--- src/rtl/apcp_pkg.sv ---
`timescale 1ns / 1ps
// Shared types and constants for the ASCII pixel command parser.
// No dependencies; every other file of the block imports this package.
package apcp_pkg;

  // Default sizes, handed to the top-level parameters.
  localparam int DEF_PIXEL_COUNT   = 64;
  localparam int DEF_LINE_LENGTH   = 512;
  localparam int DEF_CHANNEL_COUNT = 2;

  // Bytes with a meaning at line level.
  localparam logic [7:0] CH_NEWLINE = 8'h0A;
  localparam logic [7:0] CH_NUL     = 8'h00;

  // Where a channel stands inside the integer it is reading.
  typedef enum logic [2:0] {
    PH_SKIP,
    PH_SIGN,
    PH_ZERO,
    PH_HEX0,
    PH_DIGITS,
    PH_DONE
  } phase_t;

  typedef enum logic [1:0] {
    BASE_DEC,
    BASE_OCT,
    BASE_HEX
  } base_t;

  // Parse state kept for each channel (the byte counter is held apart,
  // since its width follows the line length).
  typedef struct packed {
    logic [2:0]  field_number;
    phase_t      number_phase;
    logic        line_failed;
    logic        line_ended;
    logic        is_negative;
    base_t       number_base;
    logic [31:0] accumulator;
    logic [31:0] saved_index;
    logic [7:0]  saved_red;
    logic [7:0]  saved_green;
  } chan_state_t;

  localparam chan_state_t CHAN_RESET = '{
    field_number: 3'd0,
    number_phase: PH_SKIP,
    line_failed:  1'b0,
    line_ended:   1'b0,
    is_negative:  1'b0,
    number_base:  BASE_DEC,
    accumulator:  32'd0,
    saved_index:  32'd0,
    saved_red:    8'd0,
    saved_green:  8'd0
  };

  // One pixel write.
  typedef struct packed {
    logic [5:0] pixel_index;
    logic [7:0] red_level;
    logic [7:0] green_level;
    logic [7:0] blue_level;
  } pixel_wr_t;

endpackage

--- src/rtl/apcp_state_bank.sv ---
`timescale 1ns / 1ps
// Per-channel parse state and byte counters, held in flip-flops.
// Depends on apcp_pkg for the channel state type.
module apcp_state_bank #(
  parameter int CHANNEL_COUNT = apcp_pkg::DEF_CHANNEL_COUNT,
  parameter int CH_IDX_W      = 1,
  parameter int CNT_W         = 9
) (
  input  logic                      clk,
  input  logic                      rst_n,
  input  logic [CH_IDX_W-1:0]       idx,
  output apcp_pkg::chan_state_t     rd_state,
  output logic [CNT_W-1:0]          rd_cnt,
  input  logic                      wr_en,
  input  apcp_pkg::chan_state_t     wr_state,
  input  logic [CNT_W-1:0]          wr_cnt
);
  import apcp_pkg::*;

  chan_state_t      state_r [CHANNEL_COUNT];
  logic [CNT_W-1:0] cnt_r   [CHANNEL_COUNT];

  assign rd_state = state_r[idx];
  assign rd_cnt   = cnt_r[idx];

  always_ff @(posedge clk) begin
    if (!rst_n) begin
      for (int i = 0; i < CHANNEL_COUNT; i++) begin
        state_r[i] <= CHAN_RESET;
        cnt_r[i]   <= '0;
      end
    end else if (wr_en) begin
      state_r[idx] <= wr_state;
      cnt_r[idx]   <= wr_cnt;
    end
  end

endmodule

--- src/rtl/apcp_parse.sv ---
`timescale 1ns / 1ps
// Next-state logic of one channel for one received byte, and the pixel write
// decision at end of line. Depends on apcp_pkg.
module apcp_parse #(
  parameter int PIXEL_COUNT = apcp_pkg::DEF_PIXEL_COUNT,
  parameter int LINE_LENGTH = apcp_pkg::DEF_LINE_LENGTH,
  parameter int CNT_W       = 9
) (
  input  apcp_pkg::chan_state_t cur_state,
  input  logic [CNT_W-1:0]      cur_cnt,
  input  logic [7:0]            char_byte,
  output apcp_pkg::chan_state_t nxt_state,
  output logic [CNT_W-1:0]      nxt_cnt,
  output logic                  emit,
  output apcp_pkg::pixel_wr_t   pixel
);
  import apcp_pkg::*;

  localparam logic [7:0] CH_DIG0  = 8'h30;
  localparam logic [7:0] CH_DIG1  = 8'h31;
  localparam logic [7:0] CH_DIG7  = 8'h37;
  localparam logic [7:0] CH_DIG9  = 8'h39;
  localparam logic [7:0] CH_LA    = 8'h61;
  localparam logic [7:0] CH_LF    = 8'h66;
  localparam logic [7:0] CH_UA    = 8'h41;
  localparam logic [7:0] CH_UF    = 8'h46;
  localparam logic [7:0] CH_LX    = 8'h78;
  localparam logic [7:0] CH_UX    = 8'h58;
  localparam logic [7:0] CH_PLUS  = 8'h2B;
  localparam logic [7:0] CH_MINUS = 8'h2D;
  localparam logic [7:0] CH_TAB   = 8'h09;
  localparam logic [7:0] CH_CR    = 8'h0D;
  localparam logic [7:0] CH_SPACE = 8'h20;

  function automatic logic is_dec(input logic [7:0] c);
    return (c >= CH_DIG0) && (c <= CH_DIG9);
  endfunction

  function automatic logic is_hex(input logic [7:0] c);
    return is_dec(c) || ((c >= CH_LA) && (c <= CH_LF)) || ((c >= CH_UA) && (c <= CH_UF));
  endfunction

  // Letters a-f and A-F have low nibbles 1..6.
  function automatic logic [3:0] digit_val(input logic [7:0] c);
    return is_dec(c) ? c[3:0] : (c[3:0] + 4'd9);
  endfunction

  // Close the current integer and file it under its field.
  function automatic chan_state_t finish_num(input chan_state_t s);
    chan_state_t n;
    logic [31:0] v;
    logic        last;
    n    = s;
    v    = s.is_negative ? (32'd0 - s.accumulator) : s.accumulator;
    last = (s.field_number >= 3'd3);
    unique case (s.field_number)
      3'd0:    n.saved_index = v;
      3'd1:    n.saved_red   = v[7:0];
      3'd2:    n.saved_green = v[7:0];
      default: ;
    endcase
    n.field_number = s.field_number + 3'd1;
    n.accumulator  = last ? v : 32'd0;
    n.is_negative  = 1'b0;
    n.number_base  = BASE_DEC;
    n.number_phase = last ? PH_DONE : PH_SKIP;
    return n;
  endfunction

  // A byte seen while looking for the start of an integer.
  function automatic chan_state_t start_num(input chan_state_t s, input logic [7:0] c);
    chan_state_t n;
    n = s;
    if ((c == CH_SPACE) || ((c >= CH_TAB) && (c <= CH_CR) && (c != CH_NEWLINE))) begin
      n = s;
    end else if ((c == CH_PLUS) || (c == CH_MINUS)) begin
      n.is_negative  = (c == CH_MINUS);
      n.number_phase = PH_SIGN;
    end else if (c == CH_DIG0) begin
      n.accumulator  = 32'd0;
      n.number_phase = PH_ZERO;
    end else if ((c >= CH_DIG1) && (c <= CH_DIG9)) begin
      n.accumulator  = {28'd0, c[3:0]};
      n.number_base  = BASE_DEC;
      n.number_phase = PH_DIGITS;
    end else begin
      n.line_failed = 1'b1;
    end
    return n;
  endfunction

  // A byte that ends the integer is also read as the start of the next.
  function automatic chan_state_t end_and_restart(input chan_state_t s, input logic [7:0] c);
    chan_state_t n;
    n = finish_num(s);
    if (n.number_phase == PH_SKIP) begin
      n = start_num(n, c);
    end
    return n;
  endfunction

  function automatic chan_state_t end_content(input chan_state_t s);
    chan_state_t n;
    n = s;
    if (!s.line_failed && !s.line_ended) begin
      if ((s.number_phase == PH_ZERO) || (s.number_phase == PH_DIGITS)) begin
        n = finish_num(s);
      end else if ((s.number_phase == PH_SIGN) || (s.number_phase == PH_HEX0)) begin
        n.line_failed = 1'b1;
      end
      n.line_ended = 1'b1;
    end
    return n;
  endfunction

  chan_state_t      parsed;
  chan_state_t      ended;
  logic [31:0]      acc_scaled;
  logic             in_radix;
  logic [CNT_W:0]   cnt_inc;

  // Accumulator times the radix, as shifts and one add.
  always_comb begin
    unique case (cur_state.number_base)
      BASE_OCT: begin
        acc_scaled = {cur_state.accumulator[28:0], 3'd0};
        in_radix   = (char_byte >= CH_DIG0) && (char_byte <= CH_DIG7);
      end
      BASE_HEX: begin
        acc_scaled = {cur_state.accumulator[27:0], 4'd0};
        in_radix   = is_hex(char_byte);
      end
      default: begin
        acc_scaled = {cur_state.accumulator[28:0], 3'd0} +
                     {cur_state.accumulator[30:0], 1'b0};
        in_radix   = is_dec(char_byte);
      end
    endcase
  end

  // Ordinary byte inside the line.
  always_comb begin
    parsed = cur_state;
    unique case (cur_state.number_phase)
      PH_SKIP: parsed = start_num(cur_state, char_byte);
      PH_SIGN: begin
        if (char_byte == CH_DIG0) begin
          parsed.accumulator  = 32'd0;
          parsed.number_phase = PH_ZERO;
        end else if ((char_byte >= CH_DIG1) && (char_byte <= CH_DIG9)) begin
          parsed.accumulator  = {28'd0, char_byte[3:0]};
          parsed.number_base  = BASE_DEC;
          parsed.number_phase = PH_DIGITS;
        end else begin
          parsed.line_failed = 1'b1;
        end
      end
      PH_ZERO: begin
        if ((char_byte == CH_LX) || (char_byte == CH_UX)) begin
          parsed.number_phase = PH_HEX0;
        end else if ((char_byte >= CH_DIG0) && (char_byte <= CH_DIG7)) begin
          parsed.accumulator  = {28'd0, char_byte[3:0]};
          parsed.number_base  = BASE_OCT;
          parsed.number_phase = PH_DIGITS;
        end else begin
          parsed = end_and_restart(cur_state, char_byte);
        end
      end
      PH_HEX0: begin
        if (is_hex(char_byte)) begin
          parsed.accumulator  = {28'd0, digit_val(char_byte)};
          parsed.number_base  = BASE_HEX;
          parsed.number_phase = PH_DIGITS;
        end else begin
          parsed.line_failed = 1'b1;
        end
      end
      PH_DIGITS: begin
        if (in_radix) begin
          parsed.accumulator = acc_scaled + {28'd0, digit_val(char_byte)};
        end else begin
          parsed = end_and_restart(cur_state, char_byte);
        end
      end
      default: parsed = cur_state;
    endcase
  end

  assign ended   = end_content(cur_state);
  assign cnt_inc = {1'b0, cur_cnt} + {{CNT_W{1'b0}}, 1'b1};

  always_comb begin
    emit      = 1'b0;
    nxt_state = cur_state;
    nxt_cnt   = cur_cnt;
    if (char_byte == CH_NEWLINE) begin
      emit      = !ended.line_failed && (ended.field_number >= 3'd4) &&
                  (ended.saved_index < 32'(PIXEL_COUNT));
      nxt_state = CHAN_RESET;
      nxt_cnt   = '0;
    end else begin
      if (char_byte == CH_NUL) begin
        nxt_state = ended;
      end else if (!cur_state.line_failed && !cur_state.line_ended) begin
        nxt_state = parsed;
      end
      if (cnt_inc >= (CNT_W + 1)'(LINE_LENGTH)) begin
        nxt_state = CHAN_RESET;
        nxt_cnt   = '0;
      end else begin
        nxt_cnt = cnt_inc[CNT_W-1:0];
      end
    end
  end

  assign pixel.pixel_index = ended.saved_index[5:0];
  assign pixel.red_level   = ended.saved_red;
  assign pixel.green_level = ended.saved_green;
  assign pixel.blue_level  = ended.accumulator[7:0];

endmodule

--- src/rtl/ascii_pixel_command_parser_core.sv ---
`timescale 1ns / 1ps
// ASCII pixel command parser, top level.
// A byte beat passes the input register and then the output register before its result beat shows.
// Throughput: one byte beat per cycle while the output register is free or being taken, also back
// to back on the same channel, since the channel state is read, updated and written back as it is processed.
// Reset (rst_n low, synchronous) empties the pipeline and returns every channel to a fresh line.
module ascii_pixel_command_parser_core #(
  parameter int PIXEL_COUNT   = apcp_pkg::DEF_PIXEL_COUNT,
  parameter int LINE_LENGTH   = apcp_pkg::DEF_LINE_LENGTH,
  parameter int CHANNEL_COUNT = apcp_pkg::DEF_CHANNEL_COUNT
) (
  input  logic        clk,
  input  logic        rst_n,
  // Byte input channel.
  input  logic        in_tvalid,
  output logic        in_tready,
  input  logic [7:0]  in_tdata,   // [7:0] char_byte
  input  logic [0:0]  in_tuser,   // [0] channel
  // Pixel write channel.
  output logic        out_tvalid,
  input  logic        out_tready,
  output logic [31:0] out_tdata,  // [5:0] pixel_index, [13:6] red_level,
                                  // [21:14] green_level, [29:22] blue_level, [31:30] zero
  output logic [0:0]  out_tuser   // [0] source_channel
);
  import apcp_pkg::*;

  localparam int CH_IDX_W = (CHANNEL_COUNT > 1) ? $clog2(CHANNEL_COUNT) : 1;
  localparam int CNT_W    = $clog2(LINE_LENGTH);

  // Input register: holds one byte beat while its channel state is updated.
  logic       s1_valid_r, s1_valid_nxt;
  logic       s1_chan_r;
  logic [7:0] s1_byte_r;

  // Output register: holds a finished pixel write until the sink takes it;
  // while a result waits, no further byte is processed and the input side stalls.
  logic       out_valid_r, out_valid_nxt;
  logic       out_chan_r;
  pixel_wr_t  out_pixel_r;

  logic                  proc;
  logic                  chan_ok;
  logic [CH_IDX_W-1:0]   chan_idx;
  chan_state_t           cur_state, nxt_state;
  logic [CNT_W-1:0]      cur_cnt, nxt_cnt;
  logic                  emit;
  pixel_wr_t             pixel;

  // The buffered byte is processed whenever the output register is free or
  // is being emptied in this cycle; the input register refills in the same cycle.
  assign proc      = s1_valid_r && (!out_valid_r || out_tready);
  assign in_tready = !s1_valid_r || proc;

  // Bytes of a channel number beyond the configured count are dropped.
  assign chan_ok  = (32'(s1_chan_r) < CHANNEL_COUNT);
  assign chan_idx = CH_IDX_W'(s1_chan_r);

  apcp_state_bank #(
    .CHANNEL_COUNT (CHANNEL_COUNT),
    .CH_IDX_W      (CH_IDX_W),
    .CNT_W         (CNT_W)
  ) u_bank (
    .clk      (clk),
    .rst_n    (rst_n),
    .idx      (chan_idx),
    .rd_state (cur_state),
    .rd_cnt   (cur_cnt),
    .wr_en    (proc && chan_ok),
    .wr_state (nxt_state),
    .wr_cnt   (nxt_cnt)
  );

  apcp_parse #(
    .PIXEL_COUNT (PIXEL_COUNT),
    .LINE_LENGTH (LINE_LENGTH),
    .CNT_W       (CNT_W)
  ) u_parse (
    .cur_state (cur_state),
    .cur_cnt   (cur_cnt),
    .char_byte (s1_byte_r),
    .nxt_state (nxt_state),
    .nxt_cnt   (nxt_cnt),
    .emit      (emit),
    .pixel     (pixel)
  );

  always_comb begin
    s1_valid_nxt = s1_valid_r;
    if (in_tready) begin
      s1_valid_nxt = in_tvalid;
    end
  end

  // A processed byte always overwrites the output valid, because processing
  // only happens when the register is empty or being taken.
  always_comb begin
    out_valid_nxt = out_valid_r;
    if (proc) begin
      out_valid_nxt = emit && chan_ok;
    end else if (out_tready) begin
      out_valid_nxt = 1'b0;
    end
  end

  always_ff @(posedge clk) begin
    if (!rst_n) begin
      s1_valid_r  <= 1'b0;
      out_valid_r <= 1'b0;
    end else begin
      s1_valid_r  <= s1_valid_nxt;
      out_valid_r <= out_valid_nxt;
    end
  end

  always_ff @(posedge clk) begin
    if (in_tready && in_tvalid) begin
      s1_chan_r <= in_tuser[0];
      s1_byte_r <= in_tdata;
    end
    if (proc) begin
      out_chan_r  <= s1_chan_r;
      out_pixel_r <= pixel;
    end
  end

  assign out_tvalid   = out_valid_r;
  assign out_tuser[0] = out_chan_r;
  assign out_tdata    = {2'b00, out_pixel_r.blue_level, out_pixel_r.green_level,
                         out_pixel_r.red_level, out_pixel_r.pixel_index};

endmodule
--- config.mk ---
export PLATFORM = sky130hd
export DESIGN_NAME = ascii_pixel_command_parser_core
export DESIGN_NICKNAME = d
export VERILOG_FILES = /design/src/rtl/apcp_pkg.sv /design/src/rtl/apcp_state_bank.sv /design/src/rtl/apcp_parse.sv /design/src/rtl/ascii_pixel_command_parser_core.sv
export SDC_FILE = /design/constraint.sdc
export NUM_CORES = 1
export LEC_CHECK = 0
export BUFFER_PORTS_ARGS = -buffer_cell sky130_fd_sc_hd__buf_2
export CAP_MARGIN = 0
export CORE_UTILIZATION = 30
export CTS_CLUSTER_SIZE = 40
export DETAILED_ROUTE_END_ITERATION = 7
export GPL_TIMING_DRIVEN = 1
export HOLD_SLACK_MARGIN = 0.1
export PLACE_DENSITY_LB_ADDON = 0.12
export SLEW_MARGIN = 10
export SYNTH_ARGS = -nofsm -noshare
export SYNTH_HDL_FRONTEND = slang
export SYNTH_SLANG_ARGS = --single-unit
--- constraint.sdc ---
create_clock -name clk -period 13.28 [get_ports clk]
set_clock_uncertainty 0.1 [all_clocks]
set_input_delay 1.328 -clock clk [delete_from_list [all_inputs] [get_ports clk]]
set_output_delay 1.328 -clock clk [all_outputs]
set_load 0.02 [all_outputs]
# == Yosys cells after proc, flatten, opt, wreduce, memory -nomap -nowiden ==
# Memories as Yosys holds them, arrays and structs flattened. A register that Yosys moved wholly into a read port is not among the register bits.
# Index checks and enable logic that the tools add are counted.
# totals
ramBits,200
out_inout_bits,35
elab_cells,157
reg_bits,42
input_bits,13
mem_count,2
# memory_table
memory,words,word_bits,read_ports,rd_ports_with_merged_regs,wr,line_no,text
u_bank.state_r,2,91,1,1,2,apcp_state_bank.sv:20,chan_state_t state_r [CHANNEL_COUNT];
u_bank.cnt_r,2,9,1,1,2,apcp_state_bank.sv:21,logic [CNT_W-1:0] cnt_r [CHANNEL_COUNT];
# op_classes
reduce_logical,33
n_eq_ne,16
n_addsub,6
n_mux,77
n_lt_le_gt_ge,14
# op_table
operator,count
$mux 91,6
$mux 32,7
$mux 34,5
$pmux 34 s5,1
$mux 48,2
$pmux 48 s2,1
$reduce_or 91->1,1
$mux 88,1
$mux 85,1
$mux 83,1
$mux 35,2
$pmux 32 s2,1
$mux 3,13
$add 32x32->32,1
$add 32x4->32,1
$eq 8x6->1 const B,4
$lt 32x7->1 const B,1
$sub 1x32->32 const A,1
$mux 9,3
$mux 1,21
$pmux 4 s5,1
$eq 8x7->1 const B,2
$ge 8x6->1 const B,2
$ge 8x7->1 const B,2
other kinds (32),65

# == Logic depth before layout (Yosys ltp) ==
# Gate-level depths: netlist of the first run.
# logic_depth
ltp_word,16
mapped_depth,28
depth_no_buf,18

# == Cells and area by module ==
# Synthesis of the first run repeated with hierarchy kept, for this count alone.
# hier_totals
hier_cells,1925
hier_area_um2,17480.5
# by_module_without_submodules
module,seq_area_each_um2,instances,area_per_inst_um2,cells_per_inst
apcp_state_bank,6005.8,1,8627.0,648
apcp_parse,0.0,1,7526.0,1224
ascii_pixel_command_parser_core,1241.2,1,1327.5,53

# == Worst setup path before layout of the first run ==
# Ideal clock, no wire load.
# synth_path
path_type,register -> register
from,reg with a tool-made name
to,mem u_bank.state_r[1][64] in the netlist's numbering (data pin)
setup_time_ns,0.259
synth_period_minus_slack_ns,5.971
stages_incl_launch_ff,29
path_buffers,14
t_arrival_ns,5.612
required_ns,12.921
slack_ns,7.309
path_cell_list,dfxtp_1 buf_6 buf_12 buf_8 buf_6 buf_4 buf_2 buf_2 buf_2 mux2i_1 inv_1 ha_1 buf_2 buf_2 clkbuf_1 buf_2 buf_2 buf_1 a22o_1 ha_1 a21oi_1 a2111oi_4 nand3_2 nor3_2 nand4_2 or2_0 a221o_1 a21oi_2 nor3_1
# synth_lines
element,line_no
"end, declared",apcp_state_bank.sv:20

==> results.toml, run 1 <==
[worst_hold_path]
hold_path_class = "flop to flop"

[synthesis]
yosys_warnings = 0
yosys.cell_types.count = 108
netlist_top_cells_area = "edfxtp_1 (41%), nor2_1 (5.8%), mux2i_1 (5.5%), nand2_1 (3.8%), a21oi_1 (3.3%)"
async_reset_ff_frac = 0
ys_top_cells_by_count = "nor2_1 (274), edfxtp_1 (240), nand2_1 (178)"
synth_edf_count = 240
synthesis.area_um2 = 17600
avgSynthCellArea_um2 = 9.37
synth_ff_type = "edfxtp_1"
synth-seq-cells = 243
post-synth-top-area-fraction = 0.409
yosys.area.top_type = "edfxtp_1"
seq_area_frac_synth = 0.413
synth_cells = 1878
yosysMostFrequentCell = "nor2_1"

[global_routing]
grt_overflow_total = 0
grt_pass1_vias = 14804
grt_first_pass_wirelength_um = 94600
antenna_found_initial = 0
gr-usage-all-layers = 0.207
grt_start_max_net_pins = 106

[routing]
wire_per_inst_um = 23.7
vias = 15159
drc = 0
vias_per_cell = 5.71
drt-total-wl_um = 63000
drt_iter0_markers = 1247
ant_nets = 0
drtPass1Iterations = 5

[clock_tree]
cts_hold_buf = 0
cts-root-buf = "clkbuf_16"
path_clk_slew_ns = 0.06
cts-buffers-inserted = 30
post_cts_buffers = 0
clk_path_buf_depth = 3
cts_tree = "yes"
clkSinkCount = 243
clock_latency_ns = 0.58
postCtsResizedCells = 0
cts.htree.levels = 1

[final_layout]
nets = 1932
drive_gt1_frac = 0.113
area.growth.synth_to_final_pct = 10.3
design_area_um2 = 19400
post-route-util = 0.336
num_antenna_cells = 0
fillers = 5936
stdcell_count = 2653

[critical_path]
worst_setup_path_end_kind = "flop"
critPathLaunchType = "flop"
worstPathRequired_ns = 13.50
regToRegSetupSlack_ns = 7.36
crit_fanout = 105
critPathArrivalTime_ns = 6.14
crit_type = "flop to flop"

[run_status]
status = "complete, no violations"

[timing]
rsz0062_at_grt = "no"
final-setup-viol-count = 0
setup_tns_ns = 0
slew_viol_final = 0
slew_headroom = 0.186
tightest_slew_ns = 1.21
fin_crit_ns = 5.92
fin_crit_sh = 0.446
finalHoldViolCount = 0
fmax_mhz = 169

[die]
ios = 48
rows = 88
start_util = 0.305
die_area_um2 = 59700
core_area_um2 = 57800
die_w_um = 244
die_h_um = 244

[pwr]
peakVddDrop_mv = 0.0988
cellPowerDensity_nw_per_um2 = 122
p_leak_nw = 7.30

[placed_design]
place_congestion = 0.876
hpwl_um = 43800
placed_area_um2 = 18500
io_buffers = 45
dp_cells = 2605

[flow_run]
cap_viol_max_count = 0
==> power breakdown <==
part / internal [mW] / switching (mW)
clock: 0.447 / 0.318
combinational: 0.217 / 0.472
sequential: 0.891 / 0.0272
total: 1.55 / 0.817
==> area by class of cell <==
cell class                      instances  area [µm²]  area share
Sequential cell                       243        7270       0.374
Multi-Input combinational cell       1488        9710       0.500
Timing Repair Buffer                   75         463      0.0238
Clock buffer                           35         769      0.0396
Inverter                               34         129     0.00663
Clock inverter                         13         128     0.00657
Tap cell                              765         957      0.0493
==> flip-flops by register name, indices dropped and copies added, names as in the netlist, named ones only <==
name and count:
u_bank.state_r 182, chan_idx 1, out_tuser 1, u_bank.cnt_r 18, out_tvalid 1, s1_byte_r 8, out_tdata 30, s1_valid_r 1
==> worst max-delay path, cell delays in order, from the launching register on <==
cell and delay (ns):
dfxtp_4 0.74, buf_12 0.57, mux2i_2 0.54, inv_2 0.21, ha_1 0.40, and2_4 0.20
a221oi_2 0.48, a21oi_1 0.29, o2111ai_1 0.40, and2_1 0.25, a311oi_1 0.11, a211oi_1 0.68
nand3_1 0.21, o211ai_1 0.23, o211ai_1 0.12
==> metal layers <==
| layer | vias to the layer above | wire (µm) | track usage |
|---|---|---|---|
| met4 | 0 | 1140 | 0.0483 |
| met2 | 463 | 29100 | 0.337 |
| li1 | 7100 | - | - |
| met5 | - | 0 | 0 |
| met1 | 7527 | 29500 | 0.292 |
| met3 | 69 | 3240 | 0.0250 |
==> cell usage in the layout, fill, tap and decap left out, types with 46 or more instances in the layout <==
cell type	count
o21ai_0	80
nor3_1	55
edfxtp_1	240
o211ai_1	46
mux2i_1	96
nand2_1	174
xnor2_1	46
nor2_1	274
a21oi_1	117
==> cell families after synthesis <==
logic type / after synthesis / synth area share
AOI/OAI and AO/OA: 489 / 0.191
xor gates and xnor gates: 66 / 0.0328
adders and majority gates: 47 / 0.0343
buffers and inverters: 148 / 0.0389
DFF: 243 / 0.413
muxes: 131 / 0.0799
other: 1 / 0.000213
and+or+nand+nor: 753 / 0.210
==> path summary, 6_finish.rpt <==
kind                      endpoint  cells after the start       start
max          u_bank.state_r[0][79]                     14        flop
min                     s1_valid_r                      2  s1_valid_r
max reg2reg  u_bank.state_r[0][79]                     14        flop
min reg2reg             s1_valid_r                      2  s1_valid_r
==> metrics by stage <==
stage / hold slack [ns] / setup slack (ns) / total power [mW]
global route: 0.492 / 6.98 / 2.48
global placement: 0.426 / 7.52 / 1.61
finish: 0.448 / 7.36 / 2.37
floorplan: 0.400 / 7.31 / 1.41
CTS: 0.448 / 7.47 / 2.39
detailed placement: 0.435 / 7.47 / 1.61
Power figures use the tool's default switching activity.
==> run 2: changes to the inputs <==
clock period = 4.8 ns   (was 13.28 ns; I/O delays follow)
==> run 2 against run 1 <==
  * Sequential share of layout area is 2.0 points lower
  * Final area rose by 5.7%
  * Combinational power increased to 3.0 times the previous value
  * Sequential power rose to 2.8 times the previous value
==> results.toml, run 2 (same netlist as run 1, synthesis figures left out) <==
[run_status]
status = "complete, no violations"

[final_layout]
fillers = 5966
seqCellArea_um2 = 7270
final_common_cell = "nor2_1"
area.growth.synth_to_final_pct = 16.6
design_area_um2 = 20500
largest_reg_flops = 182
nets = 2041
drive_gt1_frac = 0.164
mostFrequentLayoutCells = "nor2_1 (273), edfxtp_1 (240), nand2_1 (174)"
regMostFlops = "u_bank.state_r"
multi_input_area_um2 = 9780

[timing]
whs_ns = 0.451
rsz0062_at_grt = "no"
setup_tns_ns = 0
final-setup-viol-count = 0
fmax_mhz = 218
layout_setup_ws_ns = 0.209
fin_crit_ns = 4.59
fin_crit_sh = 0.956
tightest_slew_ns = 1.21
finalHoldViolCount = 0
slew_viol_final = 0
slew_headroom = 0.193

[clock_tree]
path_clk_slew_ns = 0.06
cts_tree = "yes"
clock_latency_ns = 0.59
cts.htree.levels = 1
clkSinkCount = 243
cts-buffers-inserted = 29
clk_path_buf_depth = 3
cts-root-buf = "clkbuf_16"

[pwr]
p_leak_nw = 7.89
cellPowerDensity_nw_per_um2 = 342
power_mw = 7.01
peakVddDrop_mv = 0.255

[global_routing]
grt_start_max_net_pins = 66
antenna_found_initial = 0
grt_pass1_vias = 15070
gr-usage-all-layers = 0.214
grt_first_pass_wirelength_um = 97600
grt_overflow_total = 0

[critical_path]
cp.depth = 12
crit_type = "flop to flop"
critPathArrivalTime_ns = 4.82
path_buf_inv = 1
critPathLaunchType = "flop"
critPathMostFrequentCell = "o211ai_1"
cpLargestDelayFamily = "simple AND/OR/NAND/NOR gates"
crit_chain = "buf_4 > mux2_4 > ha_1 > nand2_1 > a211oi_2 > o31ai_4 > a311o_1 > or2_2 > nor4_4 > nand3_1 > o211ai_1 > o211ai_1"
regToRegSetupSlack_ns = 0.21
cpPeakStageDelay_ns = 0.52
worstPathRequired_ns = 5.03
critPathSlowestCell = "dfxtp_4"
worst_setup_path_end_kind = "flop"
crit_path_end = "u_bank.state_r[1][79]"
crit_fanout = 12
r2r_end = "u_bank.state_r[1][79]"
r2r_cells = 12

[routing]
drtPass1Iterations = 5
drc = 0
drt-total-wl_um = 65100
vias = 15749
vias_per_cell = 5.69
ant_nets = 0
wire_per_inst_um = 23.5
drt_iter0_markers = 1347

[placed_design]
hpwl_um = 46400
io_buffers = 45
place_congestion = 0.895
placed_area_um2 = 19300
dp_slack_ns = -0.0149

[die]
core_area_um2 = 57800
rows = 88
die_area_um2 = 59700
die_h_um = 244
die_w_um = 244
start_util = 0.305
ios = 48

[worst_hold_path]
hold_path_class = "input port to flop"

[flow_run]
cap_viol_max_count = 0
==> run 2: changes by cell type in the layout (fill, tap and decap cells not counted), sizes merged <==
cell         change
buf             +97
bufinv           +4
clkbuf           -1
clkinv           +2
clkinvlp         +1
diode            +1
dlygate4sd3     +13
==> run 2: worst min-delay path by stage <==
stage | startpoint | end | cells after the start
detailed placement | s1_valid_r | s1_valid_r | 2
CTS | rst_n | u_bank.cnt_r[1][8] | 2
finish | rst_n | u_bank.cnt_r[1][6] | 2
floorplan | s1_valid_r | s1_valid_r | 2
global route | in_tdata[5] | s1_byte_r[5] | 2
global placement | s1_valid_r | s1_valid_r | 2
==> run 2: layer usage <==
layer / vias to the layer above / GRT usage / routed length, µm
met5: - / 0 / 0
met4: 0 / 0.0426 / 1250
met3: 87 / 0.0211 / 3240
met2: 486 / 0.344 / 29700
met1: 7854 / 0.309 / 30900
li1: 7322 / - / -
==> run 2: worst reg2reg max path: stages, from the launching register on <==
cell and delay, ns:
dfxtp_4 0.52, buf_4 0.26, mux2_4 0.37, ha_1 0.49
nand2_1 0.22, a211oi_2 0.40, o31ai_4 0.19, a311o_1 0.32
or2_2 0.35, nor4_4 0.52, nand3_1 0.25, o211ai_1 0.23
o211ai_1 0.12
==> run 2: final cells by class <==
type                            count  area share
Sequential cell                   243       0.354
Tap cell                          765      0.0466
Clock buffer                       34      0.0363
Multi-Input combinational cell   1488       0.476
Timing Repair Buffer              185      0.0674
Antenna cell                        1    0.000122
Inverter                           34     0.00628
Clock inverter                     20      0.0130
==> run 2: per-stage QoR <==
stage                     cells  utilization
after floorplan            1879            -
after global placement     2699        0.334
after detailed placement   2699        0.334
after CTS                  2767        0.354
after global routing       2769        0.355
final                      2770        0.355
==> run 2: report_power, final <==
group          internal, mW  switching [mW]
logic                 0.731            1.37
registers              2.46          0.0634
clock network          1.43           0.952
total                  4.63            2.38
==> run 2: timing repair <==
| item | 4_1_cts | 5_1_grt |
|---|---|---|
| gates resized for setup | 0 | 6 |
| gates cloned | 0 | 0 |
| buffers inserted | 1 | 2 |
| pin swaps | 1 | 0 |
| hold buffers | 13 | 0 |
| setup endpoints to repair | 8 | 26 |
| hold endpoints to repair | 12 | 0 |
==> run 3: changes to the inputs <==
ABC_AREA = 1   (was default)
==> run 3 against run 2 <==
  * First-iteration DRC count increased by 18%
  * Largest power group unchanged
  * Flip-flop and latch count unchanged
  * Final cell count increased by 23%
  * Setup slack improved by 0.21 ns
  * Synthesized cell count increased by 35%
  * Global-route usage increased by 1.1 points
==> results.toml, run 3 <==
[clock_tree]
path_clk_slew_ns = 0.06
cts.htree.levels = 1
clock_latency_ns = 0.59
clk_path_buf_depth = 3
cts-buffers-inserted = 29
cts-root-buf = "clkbuf_16"
clkSinkCount = 243
cts_tree = "yes"
post_cts_buffers = 0

[global_routing]
grt_first_pass_wirelength_um = 108000
antenna_found_initial = 2
grt_start_max_net_pins = 71
gr-usage-all-layers = 0.225
grt_pass1_vias = 17023
met1_usage = 0.321
met2_usage = 0.354
gr-usage-met3 = 0.0279
grt_overflow_total = 0
grt_busiest_layer = "met2"

[critical_path]
critPathMostFrequentCell = "nand2_1"
r2r-start = "s1_byte_r[1]"
regToRegSetupSlack_ns = 0.42
critPathSlowestCell = "edfxtp_1"
crit_chain = "inv_1 > ha_1 > inv_1 > o211ai_1 > nand2_1 > o21ai_0 > buf_4 > ha_1 > fa_1 > nand2_1 > nand2_1 > nand3_2 > nor2_4 > nand3_2 > nor2_2 > nand3_2 > nor2_1 > nand3_1 > o211ai_1 > nand4_1 > nand2_1 > nand2_1 > nand2_1 > nor2_1"
crit_type = "flop to flop"
r2r_end = "u_bank.state_r[1][65]"
worstPathRequired_ns = 5.00
critPathArrivalTime_ns = 4.58
r2r_cells = 24
path_buf_inv = 3
worst_setup_path_end_kind = "flop"
cpLargestDelayFamily = "simple AND/OR/NAND/NOR gates"
critPathLaunchType = "flop"
cpPeakStageDelay_ns = 0.47
crit_fanout = 7

[synthesis]
yosys.cell_types.count = 63
yosysMostFrequentCell = "nand2_1"
post-synth-top-area-fraction = 0.388
async_reset_ff_frac = 0
synth_ff_type = "edfxtp_1"
seq_area_frac_synth = 0.391
netlist_top_cells_area = "edfxtp_1 (39%), nand2_1 (13%), nor2_1 (7.3%), inv_1 (5.2%), nand3_1 (4.3%)"
synth_edf_count = 240
yosys_warnings = 0
synthesis.area_um2 = 18600
synth-seq-cells = 243
synth_cells = 2535
avgSynthCellArea_um2 = 7.33
ys_top_cells_by_count = "nand2_1 (661), nor2_1 (362), inv_1 (260)"
yosys.area.top_type = "edfxtp_1"

[final_layout]
nets = 2659
final_common_cell = "nand2_1"
post-route-util = 0.346
drive_gt1_frac = 0.116
regMostFlops = "u_bank.state_r"
fillers = 6538
largest_reg_flops = 182
mostFrequentLayoutCells = "nand2_1 (659), nor2_1 (361), inv_1 (258)"
area.growth.synth_to_final_pct = 13.3

[timing]
slew_viol_final = 0
finalHoldViolCount = 0
final-setup-viol-count = 0
fin_crit_ns = 4.38
rsz0062_at_grt = "no"
fmax_mhz = 228
tightest_slew_ns = 1.04
fin_crit_sh = 0.913
setup_tns_ns = 0
slew_headroom = 0.306

[routing]
vias = 17927
drtPass1Iterations = 6
drt_iter0_markers = 1586
wire_per_inst_um = 21.2
vias_per_cell = 5.27
drt-total-wl_um = 72300
ant_nets = 0
drc = 0

[pwr]
p_leak_nw = 9.02
cellPowerDensity_nw_per_um2 = 329
peakVddDrop_mv = 0.252

[placed_design]
hpwl_um = 51800
place_congestion = 0.940
io_buffers = 45

[die]
die_h_um = 251
die_area_um2 = 63000
core_area_um2 = 60800
ios = 48
start_util = 0.306
rows = 90
die_w_um = 251

[run_status]
status = "complete, no violations"

[worst_hold_path]
hp-start = "rst_n"
hold_end = "s1_valid_r"
hold_depth = 3
hold_path_class = "input port to flop"

[flow_run]
cap_viol_max_count = 0
-- run 3: cell count changes after synthesis, moves of 28 or more --
cell	delta
o21ai_1	+37
mux2i_1	-66
nor2_1	+88
a21oi_1	-35
o21ai_0	+41
nand2_1	+483
xnor2_1	-45
nand3_1	+115
inv_1	+230
o221ai_1	+31
nand4_1	+28
-- run 3: cell families (layout without fill, tap and decap cells) --
group	after synthesis	count (layout)	synth area share
AND/OR/NAND/NOR	1365	1365	0.314
AO/OA/AOI/OAI	415	415	0.141
buffers and inverters	402	486	0.0898
flip-flops	243	243	0.391
adder cells (fa/ha/maj)	47	47	0.0324
XOR/XNOR	31	31	0.0150
multiplexers	31	31	0.0167
other	1	4	0.000202
-- run 3: how the worst max path moves through the flow --
stage,from,depth (start not counted),slack [ns],end
4_1_cts,flop,23,0.47,u_bank.state_r[1][65]
6_report,s1_byte_r[1],24,0.42,u_bank.state_r[1][65]
5_1_grt,flop,23,0.05,u_bank.state_r[1][65]
3_3_place_gp,flop,22,0.55,u_bank.state_r[1][78]
2_1_floorplan,flop,32,0.03,u_bank.state_r[0][79]
3_5_place_dp,flop,23,0.52,u_bank.state_r[1][65]
-- run 3: report_power, final --
group	internal, mW	switching (mW)
sequential	2.46	0.0332
clock	1.32	0.935
combinational	0.630	1.56
total	4.41	2.53
-- run 3: timing repair --
action	4_1_cts	5_1_grt
resized for setup	0	0
hold buffers	11	0
endpoints found under the hold margin	11	0
-- run 3: worst register-to-register path, stage by stage (launching register included) --
cell and delay [ns]:
edfxtp_1 0.47, inv_1 0.20, ha_1 0.20, inv_1 0.08, o211ai_1 0.16, nand2_1 0.19
o21ai_0 0.24, buf_4 0.16, ha_1 0.19, fa_1 0.21, nand2_1 0.09, nand2_1 0.15
nand3_2 0.13, nor2_4 0.12, nand3_2 0.12, nor2_2 0.18, nand3_2 0.19, nor2_1 0.24
nand3_1 0.14, o211ai_1 0.19, nand4_1 0.13, nand2_1 0.08, nand2_1 0.05, nand2_1 0.08
nor2_1 0.04
-- run 3: routing by layer --
| metal | routed length, µm | share of wire |
|---|---|---|
| met1 | 34100 | 0.47 |
| met5 | 0 | 0 |
| met2 | 32000 | 0.44 |
| met4 | 2150 | 0.030 |
| met3 | 4040 | 0.056 |
-- run 3: area by class of cell --
type	count	area, µm²	area share
clock buffers	37	786	0.0373
multi-input cells	1891	9710	0.461
inverters	291	1090	0.0520
repair buffers	143	1050	0.0499
clock inverters	15	169	0.00802
flip-flops and latches	243	7270	0.345
diodes	2	5.00	0.000238
well taps	782	978	0.0465
-- run 3: per-stage QoR --
step	hold WS, ns	std cells	total power, mW	worst slack, ns	area [µm²]
final	0.158	3404	6.93	0.418	21100
after global routing	0.148	3402	7.27	0.0517	21100
after CTS	0.134	3402	6.98	0.472	21100
after detailed placement	0.404	3339	4.70	0.521	20000
after global placement	0.399	3339	4.70	0.547	20000
after floorplan	0.351	2536	3.96	0.0260	18600
